`src/sv/lsd_pkg.sv`:
```
// ----------------------------------------------------------------------------
// lsd_pkg: shared constants and types
// Widths, depths and the cell control struct of the recency stack core.
// ----------------------------------------------------------------------------
package lsd_pkg;
    localparam int StackDepth = 64;
    localparam int RequestMax = 32;
    localparam int KeyW       = 64;
    localparam int DepthW     = $clog2(StackDepth + 1);
    localparam int ReqW       = $clog2(RequestMax + 1);
    localparam int ThrW       = 7;
    localparam int LimitW     = 7;
    localparam logic [ThrW-1:0] ThrSat = 7'd127;

    typedef logic [KeyW-1:0] t_key;

    typedef struct packed {
        logic shift;    // shift row toward the bottom by one, taking in from above
        logic lift;     // shift row toward the top by one, taking in from below
        logic clear;    // drop the cell's valid bit
    } t_cell_ctl;
endpackage

```
`src/sv/lsd_cell.sv`:
```
// ----------------------------------------------------------------------------
// lsd_cell: one entry of a shift chain
// Holds a key and a valid bit, compares against a broadcast key, shifts
// from either neighbor on command.
// ----------------------------------------------------------------------------
module lsd_cell (
    input  logic               i_clk,
    input  logic               i_rst_n,
    input  lsd_pkg::t_cell_ctl i_ctl,
    input  lsd_pkg::t_key      i_key_in,
    input  logic               i_vld_in,
    input  lsd_pkg::t_key      i_key_nxt,
    input  logic               i_vld_nxt,
    input  lsd_pkg::t_key      i_cmp_key,
    output lsd_pkg::t_key      o_key,
    output logic               o_vld,
    output logic               o_match
);
    import lsd_pkg::*;

    t_key r_key;
    logic r_vld;

    always_ff @(posedge i_clk) begin
        if (!i_rst_n) begin
            r_vld <= 1'b0;
        end else if (i_ctl.clear) begin
            r_vld <= 1'b0;
        end else if (i_ctl.shift) begin
            r_vld <= i_vld_in;
        end else if (i_ctl.lift) begin
            r_vld <= i_vld_nxt;
        end
    end

    always_ff @(posedge i_clk) begin
        if (i_ctl.shift) begin
            r_key <= i_key_in;
        end else if (i_ctl.lift) begin
            r_key <= i_key_nxt;
        end
    end

    assign o_key   = r_key;
    assign o_vld   = r_vld;
    assign o_match = r_vld && (r_key == i_cmp_key);
endmodule

```
`config.mk`:
```
export PLATFORM = sky130hd
export DESIGN_NAME = lsd_cell
export DESIGN_NICKNAME = d
export VERILOG_FILES = /design/src/sv/lsd_pkg.sv /design/src/sv/lsd_cell.sv
export SDC_FILE = /design/constraint.sdc
export NUM_CORES = 1
export LEC_CHECK = 0
export BUFFER_PORTS_ARGS = -buffer_cell sky130_fd_sc_hd__buf_2
export CELL_PAD_IN_SITES_DETAIL_PLACEMENT = 0
export CELL_PAD_IN_SITES_GLOBAL_PLACEMENT = 1
export CORE_MARGIN = 2
export CORE_UTILIZATION = 30
export CTS_BUF_LIST = sky130_fd_sc_hd__clkbuf_8
export CTS_CLUSTER_DIAMETER = 50
export DETAILED_ROUTE_END_ITERATION = 6
export PLACE_DENSITY_LB_ADDON = 0.12
export SLEW_MARGIN = 30
export SYNTH_ARGS = -nofsm -noshare
export SYNTH_HDL_FRONTEND = slang
export SYNTH_SLANG_ARGS = --single-unit
```
`constraint.sdc`:
```
create_clock -name i_clk -period 2.85 [get_ports i_clk]
set_clock_uncertainty 0.1 [all_clocks]
set_input_delay 0.4275 -clock i_clk [delete_from_list [all_inputs] [get_ports i_clk]]
set_output_delay 0.4275 -clock i_clk [all_outputs]
set_load 0.005 [all_outputs]
```
# Yosys cells after proc, flatten, opt, wreduce, memory -nomap -nowiden
# Index checks and enable logic that the tools add are counted.
# word_totals
regBits	65
inputBits	199
out_inout_bits	66
wordCells	11
# classes
eq_ne	1
mux	4
bitwise	1
reduce_logical	3
# ops
operator	n
2-to-1 mux 64 bit	2
== test 64 bit	1
2-to-1 mux 1 bit	2
nonzero test 2 bit	1
OR reduction 2 bit	1
logical AND 1 bit	1
inverter 1 bit	1

# Depth between registers and ports, before layout
# Gate-level depths: netlist (run 1).
# depth
word_depth	2
ltp_mapped	5
depth_no_buf	5

# Worst setup path after synthesis (run 1)
# Ideal clock, no wire load.
# synth_path
path_kind	input port to flip-flop
startpoint	input i_ctl[2] in the netlist's numbering
endpoint	register r_key[0], in the netlist o_key[0], enable pin
setup_time_ps	394
arrival_ps	1690
required_ps	2356
setup_slack_ps	665
stages	3
n_path_buf	2
path_cell_list	buf_2 -> buf_2 -> or2_2
# synth_between
elab_chain_len	1
# synth_lines
element	line_no	rtl
from (decl)	lsd_cell.sv:9	input lsd_pkg::t_cell_ctl i_ctl,
nonzero test 2 bit (no line)	--	
to (signal assigned)	lsd_cell.sv:38	r_key <= i_key_in;
to (signal assigned)	lsd_cell.sv:40	r_key <= i_key_nxt;
to (decl)	lsd_cell.sv:21	t_key r_key;
# No other way between the ends.
# A chain may end at the register's enable or synchronous reset.

# Final worst setup path (run 1)
# layout_path
startpoint	register r_key[32], in the netlist o_key[32]
endpoint	output o_match
# layout_between
elab_chain_len	2
# layout_lines
element	line_no	rtl
== test 64 bit	lsd_cell.sv:46	assign o_match = r_vld && (r_key == i_cmp_key);
logical AND 1 bit	lsd_cell.sv:46	
to (decl)	lsd_cell.sv:17	output logic o_match
# No other way between the ends.

==> results.cfg, run 1 <==
[status]
outcome = finished, final reports clean

[clock_network]
cts_made_buffers = 9
worstSkewPairLatency_ns = 0.33
clkSlewWorstSetupHoldPaths_ns = 0.07
cts-root-buf = clkbuf_8
cts_hold_repair.buffers = 0
cts_resized = 0
cts_buffer_depth = 2
cts_num_sinks = 65
postCtsSetupBuffers = 0
htree_levels = 3
cts_tree = yes

[power]
ir_drop_uv = 203
p_int_w = 0.00188
switchingPower_w = 0.000650
power.density_nw_per_um2 = 484
leakagePower_nw = 2.36
power_frac_clock_pct = 30.0
power_w = 0.00253
seqPwrFrac_pct = 49.1
switching_share_pct = 25.7
p_comb_share_pct = 20.9

[worst_setup_path]
start_kind = flop
cp_max_fo = 2
cp_slowest_cell = edfxtp_1
critPathRequiredTime_ns = 2.32
r2r_setup_slack_ns = 1.85
rr_worst_depth = 4
crit_path_end_kind = output port
critical_path_buf_inv_count = 2
cpPeakStageDelay_ns = 0.40
critPathTopFamily = simple AND/OR/NAND/NOR gates
crit_type = reg2out
cp.depth = 7
reg2reg_from = o_vld$_SDFFE_PP0P_
worstPathCellList = xnor2_1 -> nand4_1 -> nor4_2 -> buf_4 -> nand3_1 -> nor4b_2 -> buf_2
r2r_end = o_vld$_SDFFE_PP0P_
arrival_ns = 2.12

[synthesis]
ys_ff_latch = 65
yosysUniqueCellTypes = 28
synth_seq_area_share_pct = 55.4
ys_async_sr_fraction_pct = 0
syn_inst = 241
synth-edff-count = 64
synthFlopType = edfxtp_1
synth_nets = 440
yosys_warnings = 0
avgSynthCellArea_um2 = 14.5
syn_area_um2 = 3500

[routing]
drt_wl_total_mm = 10.3
drt_pass1_iterations = 4
avgViaCountPerCell = 4.47
post_drt_wl_per_cell_um = 15.5
first_iter_violations = 48
route.detailed.drc = 0
dr_total_vias = 2962
ant_nets = 0

[sta]
post-route-min-period_ns = 2.65
worst_slack_ns = 0.204
worst_pin_slew_ns = 0.445
fin_crit_sh_pct = 92.8
max_slew_margin_pct = 70.3
setup_violations = 0
hold_violations = 0
finalSetupTns_ns = 0
clock.fmax_mhz = 378
finalMaxSlewViolations = 0
rsz0062_at_grt = false

[floorplan]
die-width_um = 112
fp.dieH_um = 112
core_um2 = 11400
pin_count = 265
rows = 39
initial_utilization_pct = 30.7
dieArea_um2 = 12600

[final_layout]
final_cell_mix = buf_2 (264), mux2_2 (64), edfxtp_1 (64)
area_delta_synth_final_pct = 49.1
diodes = 0
final_common_cell = buf_2
stdcell_count = 662
fin_nets = 713
drive_gt1_share_pct = 68.0

[hold_path]
hold_end = o_vld$_SDFFE_PP0P_
min_path_type = in2reg
holdPathStages = 2
hp-start = i_ctl[0]

[grt]
grt_max_degree = 39
grt_pass1_vias = 3215
overflow = 0
grt_util_all_layers_pct = 16.3
grt_antenna_before_repair = 0
grt_first_pass_wirelength_mm = 15.9

[flow_run]
maxCapViolations = 0

[placement]
preCtsSetupSlack_ns = 0.297
gp_congestion = 0.737
portBuffers = 264
post-place-cells = 646
dp_hpwl_mm = 8.41
-- final cells by class --
type | count | area, um2
Inverter | 14 | 52.6
Clock inverter | 7 | 62.6
Fill cell | 1123 | 6190
Clock buffer | 9 | 124
Multi-Input combinational cell | 155 | 1480
Timing Repair Buffer | 269 | 1380
Sequential cell | 65 | 1940
Tap cell | 143 | 179
-- worst register-to-register path: stages, from the launching register on --
cell     delay, ns
dfxtp_1       0.40
mux2i_1       0.09
nor2_1        0.10
a21oi_1       0.05
nor3b_1       0.19
-- sequential cells by signal (all words and copies together) (netlist names) --
signal	flops
o_key	64
o_vld	1
-- cells by family (layout without fill, tap and decap cells) --
logic type      after synthesis  after routing  share of synthesized area, %
simple gates                 24             24                          5.00
compound gates               16             16                          3.75
buf+inv                      21            299                          2.50
mux                          65             65                          20.8
xor+xnor                     50             50                          12.5
flops                        65             65                          55.4
-- routing by layer --
metal  wire [um]  share of wire, %  GRT usage, %
met5           0                 0             0
met3        1040                10          6.70
met2        5300                51          28.8
met1        3850                37          17.9
met4         106               1.0          5.20
-- cell usage after synthesis (2+ instances only) --
library cell   n  area share [%]
edfxtp_1      64              55
o221ai_1       2            0.50
clkinv_1       2            0.21
o2bb2ai_1      5             1.2
buf_2          7             1.0
a221oi_1       2            0.50
inv_1         12             1.3
nor4_1         4            0.71
xnor2_1       28             7.0
a22oi_1        2            0.43
nor3_1         3            0.43
mux2_2        64              21
o22ai_1        2            0.36
xor2_1        22             5.5
nand3_1        2            0.29
nand4_1        8             1.4
-- power groups by stage --
stage / Combinational, W / Clock [W] / Sequential, W
6_report: 0.000530 / 0.000759 / 0.00124
5_1_grt: 0.000586 / 0.000831 / 0.00126
4_1_cts: 0.000541 / 0.000794 / 0.00124
3_5_place_dp: 0.000538 / 0 / 0.00127
3_3_place_gp: 0.000536 / 0 / 0.00126
2_1_floorplan: 0.000228 / 0 / 0.00127
-- worst max path at each step --
stage,from,to,slack [ns]
3_3_place_gp,i_cmp_key[32],o_match,0.24
2_1_floorplan,i_ctl[2],o_key[0]$_DFFE_PP_,0.67
4_1_cts,o_key[58]$_DFFE_PP_,o_match,0.03
5_1_grt,o_key[63]$_DFFE_PP_,o_match,0.02
3_5_place_dp,i_cmp_key[32],o_match,0.30
6_report,o_key[32]$_DFFE_PP_,o_match,0.20
-- through the flow --
step                area (um2)  util [%]  hold slack (ns)
floorplan                 3500         -            0.404
global placement          5030      44.1            0.492
detailed placement        5030      44.1            0.494
CTS                       5220      45.7            0.114
global route              5230      45.8            0.128
finish                    5230      45.8            0.151
Note: power is estimated with default switching activity, not from simulation.
==> inputs of run 2 (changes only) <==
--- a/config.mk
+++ b/config.mk
@@ -10,7 +10,7 @@
 export CELL_PAD_IN_SITES_GLOBAL_PLACEMENT = 1
 export CORE_MARGIN = 2
 export CORE_UTILIZATION = 30
-export CTS_BUF_LIST = sky130_fd_sc_hd__clkbuf_8
+export CTS_BUF_LIST = sky130_fd_sc_hd__clkbuf_16
 export CTS_CLUSTER_DIAMETER = 50
 export DETAILED_ROUTE_END_ITERATION = 6
 export PLACE_DENSITY_LB_ADDON = 0.12
==> run 2 against run 1 <==
Combinational power hardly changed. Wire length is 0.20% lower. Die area stayed put. Flip-flop and latch count stayed put. Cell count stayed put. Non-clock buffer count stayed put. Hold slack better by 0.013 ns. Maximum frequency is 0.61% higher. First-iteration DRC count stayed put. Sequential share of layout area is 0.71 points lower. Sequential power hardly changed. Largest cell class unchanged.
==> results.cfg, run 2 (synthesis gave the netlist of run 1 again) <==
[status]
outcome = finished, final reports clean

[routing]
drt_pass1_iterations = 4
first_iter_violations = 48
dr_total_vias = 2953
ant_nets = 0
post_drt_wl_per_cell_um = 15.5
avgViaCountPerCell = 4.46
route.detailed.drc = 0
drt_wl_total_mm = 10.3

[grt]
grt-busiest-layer = met2
globalRouteMet2Util_pct = 28.7
grt_max_degree = 39
overflow = 0
met3_usage_pct = 6.53
grt_pass1_vias = 3224
grt_util_all_layers_pct = 16.4
grt_antenna_before_repair = 0
grt_first_pass_wirelength_mm = 15.9
use_met1_pct = 17.9

[placement]
preCtsSetupSlack_ns = 0.297
portBuffers = 264
placed_cell_area_um2 = 5030
dp_hpwl_mm = 8.41
gp_congestion = 0.737

[clock_network]
worstSkewPairLatency_ns = 0.32
cts_hold_repair.buffers = 0
cts-root-buf = clkbuf_16
clkSlewWorstSetupHoldPaths_ns = 0.05
cts_num_sinks = 65
htree_levels = 3
cts_made_buffers = 9
cts_tree = yes
cts_buffer_depth = 2

[final_layout]
final_cell_mix = buf_2 (264), mux2_2 (64), edfxtp_1 (64)
final_common_cell = buf_2
fin_util_pct = 46.6
area_delta_synth_final_pct = 52.0
seq_area_um2 = 1940
design_area_um2 = 5330
multi_input_area_um2 = 1480
fin_nets = 713
diodes = 0
largest_reg_flops = 64
drive_gt1_share_pct = 68.0
fillers = 1106

[worst_setup_path]
critical_path_buf_inv_count = 2
r2r_setup_slack_ns = 1.86
cp_max_fo = 2
critPathRequiredTime_ns = 2.32
start_kind = flop
critPathTopFamily = simple AND/OR/NAND/NOR gates
arrival_ns = 2.10
cp_slowest_cell = edfxtp_1
worstPathCellList = xnor2_1 -> nand4_1 -> nor4_2 -> buf_4 -> nand3_1 -> nor4b_2 -> buf_2
cpPeakStageDelay_ns = 0.40
crit_path_end_kind = output port
crit_type = reg2out

[sta]
worst_pin_slew_ns = 0.443
fin_crit_sh_pct = 92.3
finalMaxSlewViolations = 0
hold_violations = 0
max_slew_margin_pct = 70.5
hold_ws_ns = 0.164
clock.fmax_mhz = 380
finalSetupTns_ns = 0
setup_violations = 0
rsz0062_at_grt = false
post-route-min-period_ns = 2.63
worst_slack_ns = 0.220

[flow_run]
maxCapViolations = 0

[floorplan]
pin_count = 265
fp.dieH_um = 112
initial_utilization_pct = 30.7
die-width_um = 112
rows = 39
core_um2 = 11400
dieArea_um2 = 12600

[hold_path]
min_path_type = in2reg

[power]
leakagePower_nw = 2.40
ir_drop_uv = 238
power.density_nw_per_um2 = 533
-- run 2: cell types whose count changed in the layout (fill, tap and decap cells not counted) --
cell and delta:
clkbuf_16 +9, clkbuf_8 -9
-- run 2: per-layer routing --
metal  vias to the layer above  wire (um)
met1                      1330       3850
met2                       156       5250
li1                       1457          -
met3                        10       1040
met4                         0        127
met5                         -          0
-- run 2: worst paths after layout --
kind	depth (start not counted)	start	endpoint
worst min register to register	4	o_vld$_SDFFE_PP0P_	o_vld$_SDFFE_PP0P_
worst min-delay path	2	i_ctl[0]	o_vld$_SDFFE_PP0P_
worst max-delay path	7	o_key[32]$_DFFE_PP_	o_match
worst max register to register	4	o_vld$_SDFFE_PP0P_	o_vld$_SDFFE_PP0P_
-- run 2: where the power goes --
part | internal, W | switching [W]
Clock | 0.000667 | 0.000398
Combinational | 0.000311 | 0.000219
Sequential | 0.00118 | 0.0000668
-- run 2: cell type report --
cell class / instances / share of cell area, %
tap: 143 / 3.36
inverter: 14 / 0.987
timing repair buffer: 269 / 26.0
clock inverter: 7 / 1.17
multi-input combinational: 155 / 27.8
clock buffer: 9 / 4.23
sequential: 65 / 36.5
-- run 2: timing repair --
action,CTS,global route
setup buffers,0,0
gates resized for setup,0,1
setup endpoints to repair,0,1
-- run 2: per-stage QoR --
step / std cells / total power [W]
6_report: 662 / 0.00284
2_1_floorplan: 241 / 0.00150
4_1_cts: 662 / 0.00289
3_3_place_gp: 646 / 0.00180
3_5_place_dp: 646 / 0.00180
5_1_grt: 662 / 0.00299
